===== config.mk =====
export PLATFORM = sky130hd
export DESIGN_NAME = relay_pulse_burst_timer_unit
export DESIGN_NICKNAME = d
export VERILOG_FILES = /design/src/hw/rtl/rpbt_pkg.sv /design/src/hw/rtl/rpbt_chan.sv /design/src/hw/rtl/relay_pulse_burst_timer_unit.sv
export VERILOG_INCLUDE_DIRS = /design/src /design/src/hw/rtl
export SDC_FILE = /design/constraint.sdc
export NUM_CORES = 1
export LEC_CHECK = 0
export ABC_AREA = 0
export BUFFER_PORTS_ARGS = -buffer_cell sky130_fd_sc_hd__buf_2
export CORE_ASPECT_RATIO = 0.9
export CORE_MARGIN = 2
export CORE_UTILIZATION = 56
export DETAILED_ROUTE_END_ITERATION = 16
export PLACE_DENSITY = 0.77
export SLEW_MARGIN = 10
export SYNTH_ARGS = -nofsm -noshare
export SYNTH_HDL_FRONTEND = slang
export SYNTH_SLANG_ARGS = --single-unit

===== constraint.sdc =====
create_clock -name clk -period 3.82 [get_ports clk]
set_input_delay 0.191 -clock clk [delete_from_list [all_inputs] [get_ports clk]]
set_output_delay 0.191 -clock clk [all_outputs]
set_load 0.05 [all_outputs]

===== src/hw/rtl/relay_pulse_burst_timer_unit_assert.svh =====
// ----------------------------------------------------------------------------
// Relay burst timer assertion macros
// Shared concurrent assertion forms for the relay burst timer RTL.
// ----------------------------------------------------------------------------
`ifndef RELAY_PULSE_BURST_TIMER_UNIT_ASSERT_SVH
`define RELAY_PULSE_BURST_TIMER_UNIT_ASSERT_SVH

// Checked on every clock edge outside reset
`define RPBT_ASSERT(lbl, prop, msg) \
	lbl: assert property (@(posedge clk) disable iff (!arst_n) prop) else $error(msg);

// Checked on every clock edge, reset included
`define RPBT_ASSERT_ALWAYS(lbl, prop, msg) \
	lbl: assert property (@(posedge clk) prop) else $error(msg);

`endif


===== src/hw/rtl/rpbt_pkg.sv =====
// ----------------------------------------------------------------------------
// Relay burst timer package
// Sizes, command and status codes, and helpers shared by the timer RTL.
// ----------------------------------------------------------------------------
`default_nettype none

package rpbt_pkg;

	// Number of relay channels (1..4) and width of the phase counters (8..32)
	localparam int CHANNELS  = 4;
	localparam int TIME_BITS = 16;

	// Fixed field widths
	localparam int NUM_W   = 3;
	localparam int DUR_W   = 16;
	localparam int REP_W   = 16;
	localparam int MASK_W  = 4;

	localparam logic [31:0] TIME_MAX = 32'hFFFF_FFFF >> (32 - TIME_BITS);

	typedef enum logic [1:0] {
		CMD_START  = 2'd0,
		CMD_TOGGLE = 2'd1,
		CMD_TICK   = 2'd2
	} cmd_t;

	typedef enum logic [1:0] {
		ST_OK      = 2'd0,
		ST_BAD_NUM = 2'd1,
		ST_BUSY    = 2'd2
	} status_t;

	// Per-channel operation for one transaction
	typedef struct packed {
		logic start;
		logic toggle;
		logic tick;
	} chan_op_t;

	// Status view of one channel, used for both current and next state
	typedef struct packed {
		logic energized;
		logic busy;
		logic remembered;
	} chan_stat_t;

	// Clamp a 16-bit duration to the phase counter range
	function automatic logic [TIME_BITS-1:0] sat_time(input logic [DUR_W-1:0] v);
		logic [31:0] w;
		w = 32'(v);
		return (w > TIME_MAX) ? TIME_BITS'(TIME_MAX) : TIME_BITS'(w);
	endfunction

endpackage

`default_nettype wire


===== src/hw/rtl/rpbt_chan.sv =====
// ----------------------------------------------------------------------------
// Relay burst timer channel
// State and burst sequencing of one relay channel.
// ----------------------------------------------------------------------------
`default_nettype none

module rpbt_chan
	import rpbt_pkg::*;
(
	input  wire logic             clk,
	input  wire logic             arst_n,
	input  wire chan_op_t         op,
	input  wire logic [DUR_W-1:0] up_ticks,
	input  wire logic [DUR_W-1:0] down_ticks,
	input  wire logic [REP_W-1:0] repeat_count,
	output chan_stat_t            cur,
	output chan_stat_t            nxt
);

	`include "relay_pulse_burst_timer_unit_assert.svh"

	logic                 relay_q, rem_q, busy_q, on_q;
	logic [TIME_BITS-1:0] phase_q, on_dur_q, off_dur_q;
	logic [REP_W-1:0]     cycles_q;

	logic                 relay_d, rem_d, busy_d, on_d;
	logic [TIME_BITS-1:0] phase_d;
	logic [REP_W-1:0]     cycles_d, cycles_dec;
	logic                 load_dur;

	assign cycles_dec = (cycles_q != '0) ? cycles_q - REP_W'(1) : cycles_q;
	assign load_dur   = op.start && !busy_q && (repeat_count != '0);

	// Next channel state
	always_comb begin
		relay_d  = relay_q;
		rem_d    = rem_q;
		busy_d   = busy_q;
		on_d     = on_q;
		phase_d  = phase_q;
		cycles_d = cycles_q;
		priority if (load_dur) begin
			relay_d  = 1'b1;
			busy_d   = 1'b1;
			on_d     = 1'b1;
			phase_d  = sat_time(up_ticks);
			cycles_d = repeat_count;
		end else if (op.toggle) begin
			rem_d   = !rem_q;
			relay_d = !rem_q;
		end else if (op.tick && busy_q) begin
			priority if (phase_q > TIME_BITS'(1)) begin
				phase_d = phase_q - TIME_BITS'(1);
			end else if (on_q) begin
				relay_d = 1'b0;
				on_d    = 1'b0;
				phase_d = off_dur_q;
			end else if (cycles_dec == '0) begin
				cycles_d = cycles_dec;
				busy_d   = 1'b0;
				phase_d  = '0;
			end else begin
				cycles_d = cycles_dec;
				relay_d  = 1'b1;
				on_d     = 1'b1;
				phase_d  = on_dur_q;
			end
		end else begin
			// nothing for this channel: hold
			phase_d = phase_q;
		end
	end

	// Control and timer state
	always_ff @(posedge clk or negedge arst_n) begin
		if (!arst_n) begin
			relay_q  <= 1'b0;
			rem_q    <= 1'b0;
			busy_q   <= 1'b0;
			on_q     <= 1'b0;
			phase_q  <= '0;
			cycles_q <= '0;
		end else begin
			relay_q  <= relay_d;
			rem_q    <= rem_d;
			busy_q   <= busy_d;
			on_q     <= on_d;
			phase_q  <= phase_d;
			cycles_q <= cycles_d;
		end
	end

	// Burst durations, only read while busy
	always_ff @(posedge clk) begin
		if (load_dur) begin
			on_dur_q  <= sat_time(up_ticks);
			off_dur_q <= sat_time(down_ticks);
		end
	end

	assign cur = '{energized: relay_q, busy: busy_q, remembered: rem_q};
	assign nxt = '{energized: relay_d, busy: busy_d, remembered: rem_d};

	`RPBT_ASSERT(a_busy_has_cycles, busy_q |-> (cycles_q != '0), "busy channel with no cycles left")
	`RPBT_ASSERT(a_idle_not_on, !busy_q |-> !on_q, "idle channel still in on phase")
	`RPBT_ASSERT(a_start_turns_on, load_dur |=> (busy_q && relay_q && on_q),
		"accepted start did not begin a burst")

endmodule

`default_nettype wire


===== src/hw/rtl/relay_pulse_burst_timer_unit.sv =====
// ----------------------------------------------------------------------------
// Relay burst timer unit
// Multi-channel relay driver with per-channel on/off burst timers.
// ----------------------------------------------------------------------------
// Usage:
//   Commands enter on the s_* stream: s_tuser carries the command (start,
//   toggle, tick), s_tdata the relay number, up/down durations and repeat
//   count. Every command yields one response on the m_* stream with status,
//   driven pin levels, busy mask and the new toggle state.
//   The command is held in the input register, and the channel update is
//   captured in the result register, which drives the response.
//   Throughput is one command per cycle while m_tready stays high; every
//   channel updates in parallel in the single update stage.
//   The polarity bit is written through cfg_we/cfg_wdata; the user must write
//   it only while no command is in flight, which the block does not enforce.
//   Reset clears all channels (relays off, idle) and sets active-low
//   polarity. When m_tready is low the response holds, one more command is
//   taken into the input register, and then s_tready drops until the
//   receiver takes the response.
// ----------------------------------------------------------------------------
`default_nettype none

module relay_pulse_burst_timer_unit
	import rpbt_pkg::*;
(
	input  wire logic        clk,
	input  wire logic        arst_n,
	// Configuration
	input  wire logic        cfg_we,
	input  wire logic        cfg_wdata,   // active_low
	// Command stream
	input  wire logic        s_tvalid,
	output      logic        s_tready,
	input  wire logic [55:0] s_tdata,     // chan_num[2:0], up_ticks[18:3],
	                                      // down_ticks[34:19], repeat_count[50:35]
	input  wire logic [1:0]  s_tuser,     // command[1:0]
	// Response stream
	output      logic        m_tvalid,
	input  wire logic        m_tready,
	output      logic [15:0] m_tdata      // status[1:0], pin_levels[5:2],
	                                      // busy_mask[9:6], toggle_state[10]
);

	`include "relay_pulse_burst_timer_unit_assert.svh"

	logic active_low_q;

	logic             valid_s1;
	cmd_t             cmd_s1;
	logic [NUM_W-1:0] num_s1;
	logic [DUR_W-1:0] up_s1, down_s1;
	logic [REP_W-1:0] rep_s1;

	logic              valid_s2;
	status_t           status_s2;
	logic [MASK_W-1:0] pins_s2, busy_s2;
	logic              tog_s2;

	logic                load_s2, fire_s1;
	logic [CHANNELS-1:0] sel, busy_cur, relay_nxt, busy_nxt, rem_nxt;
	logic                num_ok, sel_busy;
	status_t             status_d;
	logic [MASK_W-1:0]   pins_d, busy_d;
	logic                tog_d;

	// Handshake: the input register drains whenever the result slot is free
	assign load_s2  = !valid_s2 || m_tready;
	assign fire_s1  = valid_s1 && load_s2;
	assign s_tready = !valid_s1 || load_s2;

	// Polarity register
	always_ff @(posedge clk or negedge arst_n) begin
		if (!arst_n) begin
			active_low_q <= 1'b1;
		end else if (cfg_we) begin
			active_low_q <= cfg_wdata;
		end
	end

	// Input register
	always_ff @(posedge clk or negedge arst_n) begin
		if (!arst_n) begin
			valid_s1 <= 1'b0;
		end else if (s_tready) begin
			valid_s1 <= s_tvalid;
		end
	end

	always_ff @(posedge clk) begin
		if (s_tvalid && s_tready) begin
			cmd_s1  <= cmd_t'(s_tuser);
			num_s1  <= s_tdata[2:0];
			up_s1   <= s_tdata[18:3];
			down_s1 <= s_tdata[34:19];
			rep_s1  <= s_tdata[50:35];
		end
	end

	// Channels
	for (genvar c = 0; c < CHANNELS; c++) begin : g_chan
		chan_op_t   op;
		chan_stat_t cur, nxt;

		assign sel[c]    = (num_s1 == NUM_W'(c + 1));
		assign op.start  = fire_s1 && (cmd_s1 == CMD_START) && sel[c];
		assign op.toggle = fire_s1 && (cmd_s1 == CMD_TOGGLE) && sel[c];
		assign op.tick   = fire_s1 && (cmd_s1 == CMD_TICK);

		rpbt_chan u_chan (
			.clk          (clk),
			.arst_n       (arst_n),
			.op           (op),
			.up_ticks     (up_s1),
			.down_ticks   (down_s1),
			.repeat_count (rep_s1),
			.cur          (cur),
			.nxt          (nxt)
		);

		assign busy_cur[c]  = cur.busy;
		assign relay_nxt[c] = nxt.energized;
		assign busy_nxt[c]  = nxt.busy;
		assign rem_nxt[c]   = nxt.remembered;
	end

	assign num_ok   = |sel;
	assign sel_busy = |(sel & busy_cur);

	// Response fields
	always_comb begin
		status_d = ST_OK;
		tog_d    = 1'b0;
		pins_d   = '0;
		busy_d   = '0;
		unique case (cmd_s1)
			CMD_START: begin
				priority if (!num_ok) begin
					status_d = ST_BAD_NUM;
				end else if (sel_busy) begin
					status_d = ST_BUSY;
				end else begin
					status_d = ST_OK;
				end
			end
			CMD_TOGGLE: begin
				if (!num_ok) begin
					status_d = ST_BAD_NUM;
				end else begin
					tog_d = |(sel & rem_nxt);
				end
			end
			default: begin
				status_d = ST_OK;
			end
		endcase
		for (int i = 0; i < CHANNELS; i++) begin
			pins_d[i] = relay_nxt[i] ^ active_low_q;
			busy_d[i] = busy_nxt[i];
		end
	end

	// Result register
	always_ff @(posedge clk or negedge arst_n) begin
		if (!arst_n) begin
			valid_s2 <= 1'b0;
		end else if (load_s2) begin
			valid_s2 <= valid_s1;
		end
	end

	always_ff @(posedge clk) begin
		if (fire_s1) begin
			status_s2 <= status_d;
			pins_s2   <= pins_d;
			busy_s2   <= busy_d;
			tog_s2    <= tog_d;
		end
	end

	assign m_tvalid = valid_s2;
	assign m_tdata  = {5'b0, tog_s2, busy_s2, pins_s2, status_s2};

	`RPBT_ASSERT(a_toggle_ok, (valid_s2 && tog_s2) |-> (status_s2 == ST_OK),
		"toggle state reported on a refused command")
	`RPBT_ASSERT(a_busy_skip_shows_busy, (valid_s2 && status_s2 == ST_BUSY) |-> (busy_s2 != '0),
		"busy skip reported with no busy channel")
	`RPBT_ASSERT_ALWAYS(a_reset_empty, !arst_n |-> (!valid_s1 && !valid_s2),
		"pipeline holds data during reset")

endmodule

`default_nettype wire

# Word level (Yosys, flattened, before mapping)
# Index checks and enable logic that the tools add are counted.
[totals]
mem_bits_rw = 0
n_memories = 0
mem_bits_ro = 0
input_bits = 64
word_cells = 279
ff_bits = 339
output_inout_bits = 18
latchBits = 0
[op_classes]
n_shift = 0
bitwise_logic = 6
n_eq_ne = 18
multipliers = 0
n_addsub = 8
muxes = 132
reduce_logical = 67
n_lt_le_gt_ge = 4
n_div = 0
[ops]
columns = ["op", "count"]
rows = [
  ["$mux 16", 48],
  ["$sub 16x1->16 const B", 8],
  ["$mux 1", 81],
  ["$reduce_bool 16->1", 5],
  ["$gt 16x1->1 const B", 4],
  ["$logic_not 16->1", 4],
  ["$logic_and 1x1->1", 25],
  ["$ne 2x1->1 const B", 8],
  ["$reduce_and 4->1", 4],
  ["$reduce_and 3->1", 4],
  ["$reduce_or 4->1", 3],
  ["$logic_not 1->1", 10],
  ["$reduce_and 2->1", 5],
  ["$and 4x4->4", 2],
  ["$ne 2x2->1 const B", 4],
  ["$reduce_bool 2->1", 4],
  ["$eq 3x2->1 const B", 2],
  ["$mux 2", 2],
  ["$pmux 2 s2", 1],
  ["$xor 1x1->1", 4],
  ["$eq 3x1->1 const B", 1],
  ["$eq 3x3->1 const B", 1],
  ["$eq 2x1->1 const B", 1],
  ["$eq 2x2->1 const B", 1],
  ["other kinds (2)", 3],
]

# Logic depth before layout (Yosys ltp)
# Gate-level depths: netlist (run 1).
[logic_depth]
word_depth = 10
depth_mapped = 12
mapped_depth_nobuf = 9

# Hierarchy
# A second synthesis (run 1) with hierarchy kept.
[unflattened]
cells_unflattened = 1767
hier_area_um2 = 18307.6
[by_module_without_submodules]
columns = ["module", "cells_each", "area_each_um2", "instances", "seq_area_each_um2"]
rows = [
  ["rpbt_chan (g_chan[1].u_chan ...)", 423, 4100.2, 2, 1861.8],
  ["rpbt_chan (g_chan[3].u_chan)", 394, 3901.2, 1, 1861.8],
  ["rpbt_chan (g_chan[0].u_chan)", 406, 3871.2, 1, 1861.8],
  ["relay_pulse_burst_timer_unit", 121, 2334.7, 1, 1998.2],
]

# Worst setup path before layout (run 1)
# Ideal clock, no wire load.
[synth_path]
kind = "flip-flop to flip-flop"
from = "register valid_s2, in the netlist m_tvalid"
to = "register g_chan[1].u_chan.off_dur_q[0] (enable)"
t_required_ns = 3.411
t_arrival_ns = 3.448
n_path_buf = 4
slack_ns = -0.037
period_less_slack_ns = 3.857
setup_ns = 0.409
path_stages_with_launch = 10
cell_sequence = "dfrtp_1 nand2b_1 clkbuf_1 nor4b_1 nand2_1 or2_2 clkbuf_1 inv_1 buf_2 buf_1"
[synth_between]
elab_chain_cells = 7
[synth_lines]
columns = ["item", "line_no", "text"]
rows = [
  ["start: declaration", "relay_pulse_burst_timer_unit.sv:54", "logic valid_s2;"],
  ["start signal: assignment", "relay_pulse_burst_timer_unit.sv:167", "valid_s2 <= valid_s1;"],
  ["$logic_not 1->1", "relay_pulse_burst_timer_unit.sv:67", "assign load_s2 = !valid_s2 || m_tready;"],
  ["$logic_or 1x1->1", "relay_pulse_burst_timer_unit.sv:67", ""],
  ["$logic_and 1x1->1", "relay_pulse_burst_timer_unit.sv:68", "assign fire_s1 = valid_s1 && load_s2;"],
  ["$logic_and 1x1->1 (2 in a row)", "relay_pulse_burst_timer_unit.sv:105", "assign op.start = fire_s1 && (cmd_s1 == CMD_START) && sel[c];"],
  ["$logic_and 1x1->1 (2 in a row)", "rpbt_chan.sv:32", "assign load_dur = op.start && !busy_q && (repeat_count != '0);"],
  ["named net g_chan[1].u_chan.load_dur", "rpbt_chan.sv:29", "logic load_dur;"],
  ["end signal: assignment", "rpbt_chan.sv:97", "off_dur_q <= sat_time(down_ticks);"],
  ["end: declaration", "rpbt_chan.sv:23", "logic [TIME_BITS-1:0] phase_q, on_dur_q, off_dur_q;"],
]
# The timed path passes the listed nets, and every way through them passes these cells.
# A chain may end at the register's enable or synchronous reset.

# Final worst setup path (run 1)
[layout_path]
from = "register g_chan[1].u_chan.cycles_q[0]"
to = "register g_chan[1].u_chan.phase_q[11]"
[layout_between]
elab_chain_cells = 9
word_cells_on_any_way = 10
cone_classes = "add/sub (1); mux (7); reduce/logical (2)"
[layout_lines]
columns = ["item", "line_no", "text"]
rows = [
  ["start: declaration", "rpbt_chan.sv:24", "logic [REP_W-1:0] cycles_q;"],
  ["start signal: assignment", "rpbt_chan.sv:89", "cycles_q <= cycles_d;"],
  ["$sub 16x1->16 / $reduce_bool 16->1 (equally long branches)", "rpbt_chan.sv:31", "assign cycles_dec = (cycles_q != '0) ? cycles_q - REP_W'(1) : cycles_q;"],
  ["$mux 16 *", "rpbt_chan.sv:31", ""],
  ["$logic_not 16->1 *", "rpbt_chan.sv:58", "end else if (cycles_dec == '0) begin"],
  ["$mux 16 *", "rpbt_chan.sv:58", ""],
  ["$mux 16 *", "rpbt_chan.sv:54", "end else if (on_q) begin"],
  ["$mux 16 *", "rpbt_chan.sv:52", "priority if (phase_q > TIME_BITS'(1)) begin"],
  ["$mux 16 *", "rpbt_chan.sv:51", "end else if (op.tick && busy_q) begin"],
  ["$mux 16 *", "rpbt_chan.sv:48", "end else if (op.toggle) begin"],
  ["$mux 16 *", "rpbt_chan.sv:42", "priority if (load_dur) begin"],
  ["end signal: assignment", "rpbt_chan.sv:88", "phase_q <= phase_d;"],
  ["end: declaration", "rpbt_chan.sv:23", ""],
]
# Every way passes the cells marked *; elsewhere a longest branch is shown, timed or not. The select of a mux whose other input is x is not followed.

==> results of run 1 <==
-- kinds of logic (layout without fill, tap and decap cells) --
logic type                 Yosys count  count (layout)  synth area share [%]
and+or+nand+nor                    629             629                 18.71
AOI/OAI and AO/OA                  484             484                 18.35
DFF                                339             339                 54.61
buffers and inverters              151             287                 3.472
xor gates and xnor gates            56              56                 2.836
adders and majority gates           16              16                 1.157
muxes                               14              14                0.8391
other                                1               5               0.02168
-- power by group --
part / switching (W) / internal [W]
sequential: 0.000959 / 0.00453
combinational: 0.00227 / 0.00159
clock: 0.00153 / 0.00216
-- sequential cells by signal (all words and copies together), names as in the netlist, 16 cells and up --
register / count
down_s1: 16
g_chan.u_chan.phase_q: 64
up_s1: 16
g_chan.u_chan.off_dur_q: 64
g_chan.u_chan.cycles_q: 64
g_chan.u_chan.on_dur_q: 64
rep_s1: 16
-- cell usage in the layout, fill, tap and decap left out, types with 18 or more instances in the layout --
cell type	instances
and3_1	21
edfxtp_1	192
a221oi_1	30
buf_4	43
dlygate4sd3_1	57
inv_1	43
clkbuf_16	37
nor2_1	135
xor2_1	26
buf_2	70
nor4_1	33
or4_1	26
a31oi_1	21
nand2_1	159
o211ai_1	21
a21oi_1	126
nor3_1	69
dfrtp_1	146
nand3_1	45
a21o_1	18
o21ai_0	121
nor2b_1	22
or3_1	23
a221o_1	28
xnor2_1	30
-- worst register-to-register path, cell delays in order, from the launching register on --
cell	delay, ns
dfrtp_1	0.44
inv_1	0.12
ha_1	0.19
nor4b_2	0.53
and4_1	0.41
or3_1	0.23
xor2_1	0.31
a41oi_2	0.55
a221o_1	0.49
a22o_1	0.19
-- final cells by class --
type,instances,area [sq um]
fill,2407,10740
sequential,339,9445
multi-input combinational,1204,7267
timing repair buffer,174,1315
clock buffer,45,965.9
tap,409,511.7
clock inverter,21,261.5
inverter,47,176.4
-- per-layer routing --
metal	GRT usage, %	wire length [um]
met1	43.47	20830
met2	48.67	22790
met3	4.226	3940
met4	11.76	1955
met5	0	0
-- how the worst max path moves through the flow --
stage                                             from                       endpoint  slack (ns)  cells past startpoint
after floorplan                               m_tvalid  g_chan[0].u_chan.off_dur_q[0]        0.02                      7
after global placement    g_chan[1].u_chan.cycles_q[0]   g_chan[1].u_chan.phase_q[11]        0.51                      9
after detailed placement  g_chan[1].u_chan.cycles_q[0]   g_chan[1].u_chan.phase_q[11]        0.37                      9
after CTS                 g_chan[1].u_chan.cycles_q[0]   g_chan[1].u_chan.phase_q[11]        0.35                      9
after global routing      g_chan[1].u_chan.cycles_q[0]   g_chan[1].u_chan.phase_q[10]        0.05                      9
final                     g_chan[1].u_chan.cycles_q[0]   g_chan[1].u_chan.phase_q[11]        0.26                      9
-- repair_timing --
item,in CTS,in global routing
gates resized for setup,0,0
buffers inserted,0,0
hold buffers,57,0
endpoints found under the setup margin,0,0
hold endpoints to repair,148,0
-- stage by stage --
step	area (sq um)	instances	hold slack, ns	setup WS (ns)
2_1_floorplan	17320	1694	-0.1046	0.02464
4_1_cts	19940	2239	0.1615	0.3502
3_3_place_gp	18140	2116	0.3611	0.5131
6_report	19940	2239	0.1773	0.2606
5_1_grt	19940	2239	0.2028	0.04600
3_5_place_dp	18140	2116	0.3446	0.3658
==> summary.txt, run 1 <==
Timing
  • Max Fclk: 0.2809 GHz
  • Max-slew headroom at the worst pin: 33.61%
  • Unrepaired setup endpoints after global routing: false
  • Min Clock Period, post-route: 3.559 ns
  • Max-slew violations: 0
  • TNS Setup: 0 ns
  • Final Hold Vio Count: 0
  • Crit share post-route: 93.18%
  • Worst Tran Pin Value: 0.9958 ns
  • Final Skew: 0.02089 ns
  • Setup violators final: 0

Setup path
  • Crit end category: register
  • Reg-to-reg endpoint: g_chan[1].u_chan.phase_q[11]
  • Critical-path cell list: inv_1, ha_1, nor4b_2, and4_1, or3_1, xor2_1, a41oi_2, a221o_1, a22o_1
  • Crit path DAT: 4.00 ns
  • Worst reg2reg setup slack: 0.26 ns
  • Crit path launch type: register
  • Worst Path Required: 4.26 ns
  • WP buf/inv: 1
  • R2r worst-path depth: 9
  • Cell class contributing the biggest share of worst-path delay: compound AO/OA/AOI/OAI gates
  • CP max stage delay: 0.55 ns
  • CP Max Fanout: 16
  • R2R Path Start: g_chan[1].u_chan.cycles_q[0]
  • Slowest CP cell: a41oi_2
  • Critical path class: reg2reg

Logic synthesis
  • Share of the synthesized area in the top cell type: 33.33%
  • Async set or reset register ratio after synthesis: 43.36%
  • Ys flop type: edfxtp_1
  • Top post-synthesis cells by area: edfxtp_1, dfrtp_1, a21oi_1
  • Number of synthesized flops with an enable pin: 192
  • Area leader, netlist: edfxtp_1
  • Mapped Area: 0.01730 sq mm
  • Most frequent cell after synthesis: edfxtp_1
  • Post-Syn Area per Cell: 10.23 sq um
  • Register area share after synthesis: 54.61%
  • Syn Inst Count: 1,690
  • Synth Register Bits: 339
  • Commonest cells post-synth: edfxtp_1, nand2_1, dfrtp_1
  • YS warnings: 0
  • Distinct cell type count after synthesis: 86

Final layout
  • Synth-to-layout area growth: 15.30%
  • Core Util, Final: 65.00%
  • Layout Nets: 1,882
  • Layout cells sized above 1: 11.53%
  • Antenna cells: 0

Floorplan
  • Die Span Y: 170.7 um
  • Die width: 189.3 um
  • Boundary Pins: 82
  • Die area: 0.03231 sq mm
  • Row count: 61
  • Total core area: 0.03068 sq mm
  • Initial core utilization: 56.37%

CTS
  • Inserted Clock Buffers: 36
  • Clock Tree Buf Depth: 3
  • Num Clock Sinks: 339
  • Clock root buffer: clkbuf_16
  • CTS clock-pin slew for the worst setup and hold paths: 0.06 ns
  • Skew-Pair Late Insertion Delay: 0.55 ns
  • H-tree depth: 2
  • TritonCTS clock tree: built

Placed design
  • DP HPWL: 32.56 mm
  • Port Buffers: 71
  • GPL Wtd Cong: 0.9191

Global route
  • Largest net degree at the start of global routing: 96
  • Gr usage total: 30.74%
  • Initial antenna violation count: 0
  • GR Overflow Total: 0
  • Vias in the first global route: 13,450
  • First-pass GRT wire length: 76.89 mm

Worst hold path
  • Worst Hold Depth: 3
  • Worst hold start: m_tready
  • Worst min-delay path category: in2reg
  • Hold Crit Endpoint: m_tvalid

Drt
  • Initial DRC count: 1,935
  • Detailed-route via count: 14,510
  • Wire per inst: 22.11 um
  • Number of remaining DRC errors: 0
  • DR pass1 iterations: 6
  • Final WL: 49.52 mm
  • DR vias/cell: 6.481
  • Remaining antenna violation count: 0

Power and ir drop
  • Leakage power: 7.592 nW
  • Peak supply drop: 460.2 uV
  • Final Power: 0.01304 W
  • Pwr/cell area: 653.8 mW/mm^2

Status
  • Status: finished, final reports clean

Job
  • Max-capacitance violation count: 0
(Power assumes the default switching activity.)
==> run 2, diff against run 1 <==
- CELL_PAD_IN_SITES_DETAIL_PLACEMENT: unset -> 0
- CELL_PAD_IN_SITES_GLOBAL_PLACEMENT: unset -> 1
- CORE_UTILIZATION: 56 -> 44
- PLACE_DENSITY: 0.77 -> unset
- PLACE_DENSITY_LB_ADDON: unset -> 0.1
==> summary.txt, run 2 (synthesis gave the netlist of run 1 again) <==
Placed design
  • DP HPWL: 34.45 mm
  • GPL Wtd Cong: 0.8818
  • Port Buffers: 71
  • Pre-CTS setup slack: 0.6262 ns

Global route
  • Vias in the first global route: 13,370
  • GR Overflow Total: 0
  • Grt peak-use layer: met2
  • First-pass GRT wire length: 79.70 mm
  • Gr usage total: 25.54%
  • M2 GR Usage: 40.60%
  • Largest net degree at the start of global routing: 92
  • Met1 Use GR: 36.55%
  • Initial antenna violation count: 0
  • Met3 usage: 3.368%

Power and ir drop
  • Leakage power: 7.556 nW
  • Pwr/cell area: 638.8 mW/mm^2
  • Combinational Power Share: 29.8%
  • Final Power: 0.01280 W
  • Sw Share: 36.85%
  • P_sw: 0.004717 W
  • Peak supply drop: 332.2 uV
  • Clock power share: 27.3%
  • Power Internal: 0.008083 W
  • Reg power frac: 42.9%

CTS
  • TritonCTS clock tree: built
  • H-tree depth: 2
  • Postcts setup bufs: 0
  • Clock root buffer: clkbuf_16
  • Cts repair resizes: 0
  • Clock Tree Buf Depth: 3
  • CTS clock-pin slew for the worst setup and hold paths: 0.06 ns
  • Skew-Pair Late Insertion Delay: 0.55 ns
  • Num Clock Sinks: 339
  • Inserted Clock Buffers: 38
  • Hold-fix buffers at CTS: 57

Drt
  • Remaining antenna violation count: 0
  • Final WL: 51.46 mm
  • DR vias/cell: 5.947
  • Wire per inst: 21.79 um
  • DR pass1 iterations: 5
  • Detailed-route via count: 14,040
  • Initial DRC count: 1,268
  • Number of remaining DRC errors: 0

Setup path
  • Critical path class: reg2reg
  • CP Max Fanout: 17
  • Crit path launch type: register
  • R2R Path Start: g_chan[2].u_chan.cycles_q[0]
  • Crit end category: register
  • Critical path launch point: g_chan[2].u_chan.cycles_q[0]
  • Crit path DAT: 3.71 ns
  • Worst Path Required: 4.26 ns

Status
  • Status: finished, final reports clean

Worst hold path
  • Worst min-delay path category: in2reg
  • Worst hold start: m_tready

Floorplan
  • Boundary Pins: 82
  • Initial core utilization: 44.88%
  • Total core area: 0.03854 sq mm
  • Die Span Y: 192.1 um
  • Die area: 0.04092 sq mm
  • Row count: 68
  • Die width: 213.0 um

Timing
  • Final Hold Vio Count: 0
  • Final Skew: 0.01633 ns
  • Crit share post-route: 85.55%
  • Max-slew violations: 0
  • Final Worst Setup Slack: 0.5520 ns
  • Unrepaired setup endpoints after global routing: false
  • TNS Setup: 0 ns
  • Max Fclk: 0.3060 GHz
  • Worst hold slack: 0.2188 ns
  • Setup violators final: 0
  • Max-slew headroom at the worst pin: 35.22%
  • Min Clock Period, post-route: 3.268 ns
  • Worst Tran Pin Value: 0.9717 ns

Final layout
  • Leading cell types in the layout, fill and taps excluded: edfxtp_1, nand2_1, dfrtp_1, nor2_1, a21oi_1
  • Synth-to-layout area growth: 15.83%
  • Layout cells sized above 1: 11.49%
  • Antenna cells: 0
  • Layout Nets: 1,888
  • Commonest non-fill, non-tap cell in the layout: edfxtp_1
  • Core Util, Final: 51.98%

Job
  • Max-capacitance violation count: 0
==> run 2: cell count changes in the layout (fill, tap and decap cells not counted) <==
cell,before,now
buf_12,3,2
buf_4,43,48
bufinv_16,5,1
clkbuf_1,7,13
clkbuf_16,37,39
clkbuf_8,1,0
clkinv_2,8,4
clkinvlp_4,1,4
inv_16,2,1
inv_6,0,1
==> run 2: routing by layer <==
metal	share of wire [%]	vias to the layer above
met3	5.7	76
met1	46	6847
met5	0	-
met4	2.6	0
met2	46	489
li1	-	6630
==> run 2: metrics by stage <==
step                      cell area [sq um]  cells
after CTS                             20040   2361
after detailed placement              18310   2236
after global routing                  20040   2361
after global placement                18310   2236
after floorplan                       17320   1694
final                                 20040   2361
==> run 2: layout make-up <==
class,instances,area [sq um]
fillers,3452,18510
flip-flops and latches,339,9445
multi-input cells,1204,7267
repair buffers,178,1333
clock buffers,52,1025
well taps,525,656.9
inverters,47,176.4
clock inverters,16,132.6
==> run 2: power by group through the flow <==
| stage | registers, W | logic, W | clock network (W) |
|---|---|---|---|
| floorplan | 0.00517 | 0.00294 | 0 |
| global placement | 0.00554 | 0.00368 | 0 |
| detailed placement | 0.00554 | 0.00371 | 0 |
| CTS | 0.00548 | 0.00379 | 0.00357 |
| global route | 0.00561 | 0.00429 | 0.00373 |
| finish | 0.00550 | 0.00381 | 0.00349 |
==> run 2: worst paths after layout <==
| kind | cells after the start | slack [ns] | end |
|---|---|---|---|
| min in group asynchronous | 2 | 0.34 | g_chan[3].u_chan.cycles_q[3] |
| setup reg to reg | 10 | 0.55 | g_chan[2].u_chan.phase_q[10] |
| max in group asynchronous | 3 | 2.54 | active_low_q |
| setup / recovery | 10 | 0.55 | g_chan[2].u_chan.phase_q[10] |
| hold / removal | 3 | 0.22 | m_tvalid |
| hold reg to reg | 2 | 0.51 | g_chan[3].u_chan.phase_q[1] |
==> run 2: critical path: stages, from the launching register on <==
cell     delay, ns
dfrtp_1       0.48
inv_1         0.12
ha_1          0.18
or4b_2        0.59
nor4_1        0.31
mux2i_1       0.14
nor4_1        0.39
and4_1        0.34
buf_4         0.28
o21ai_0       0.14
a21o_1        0.19
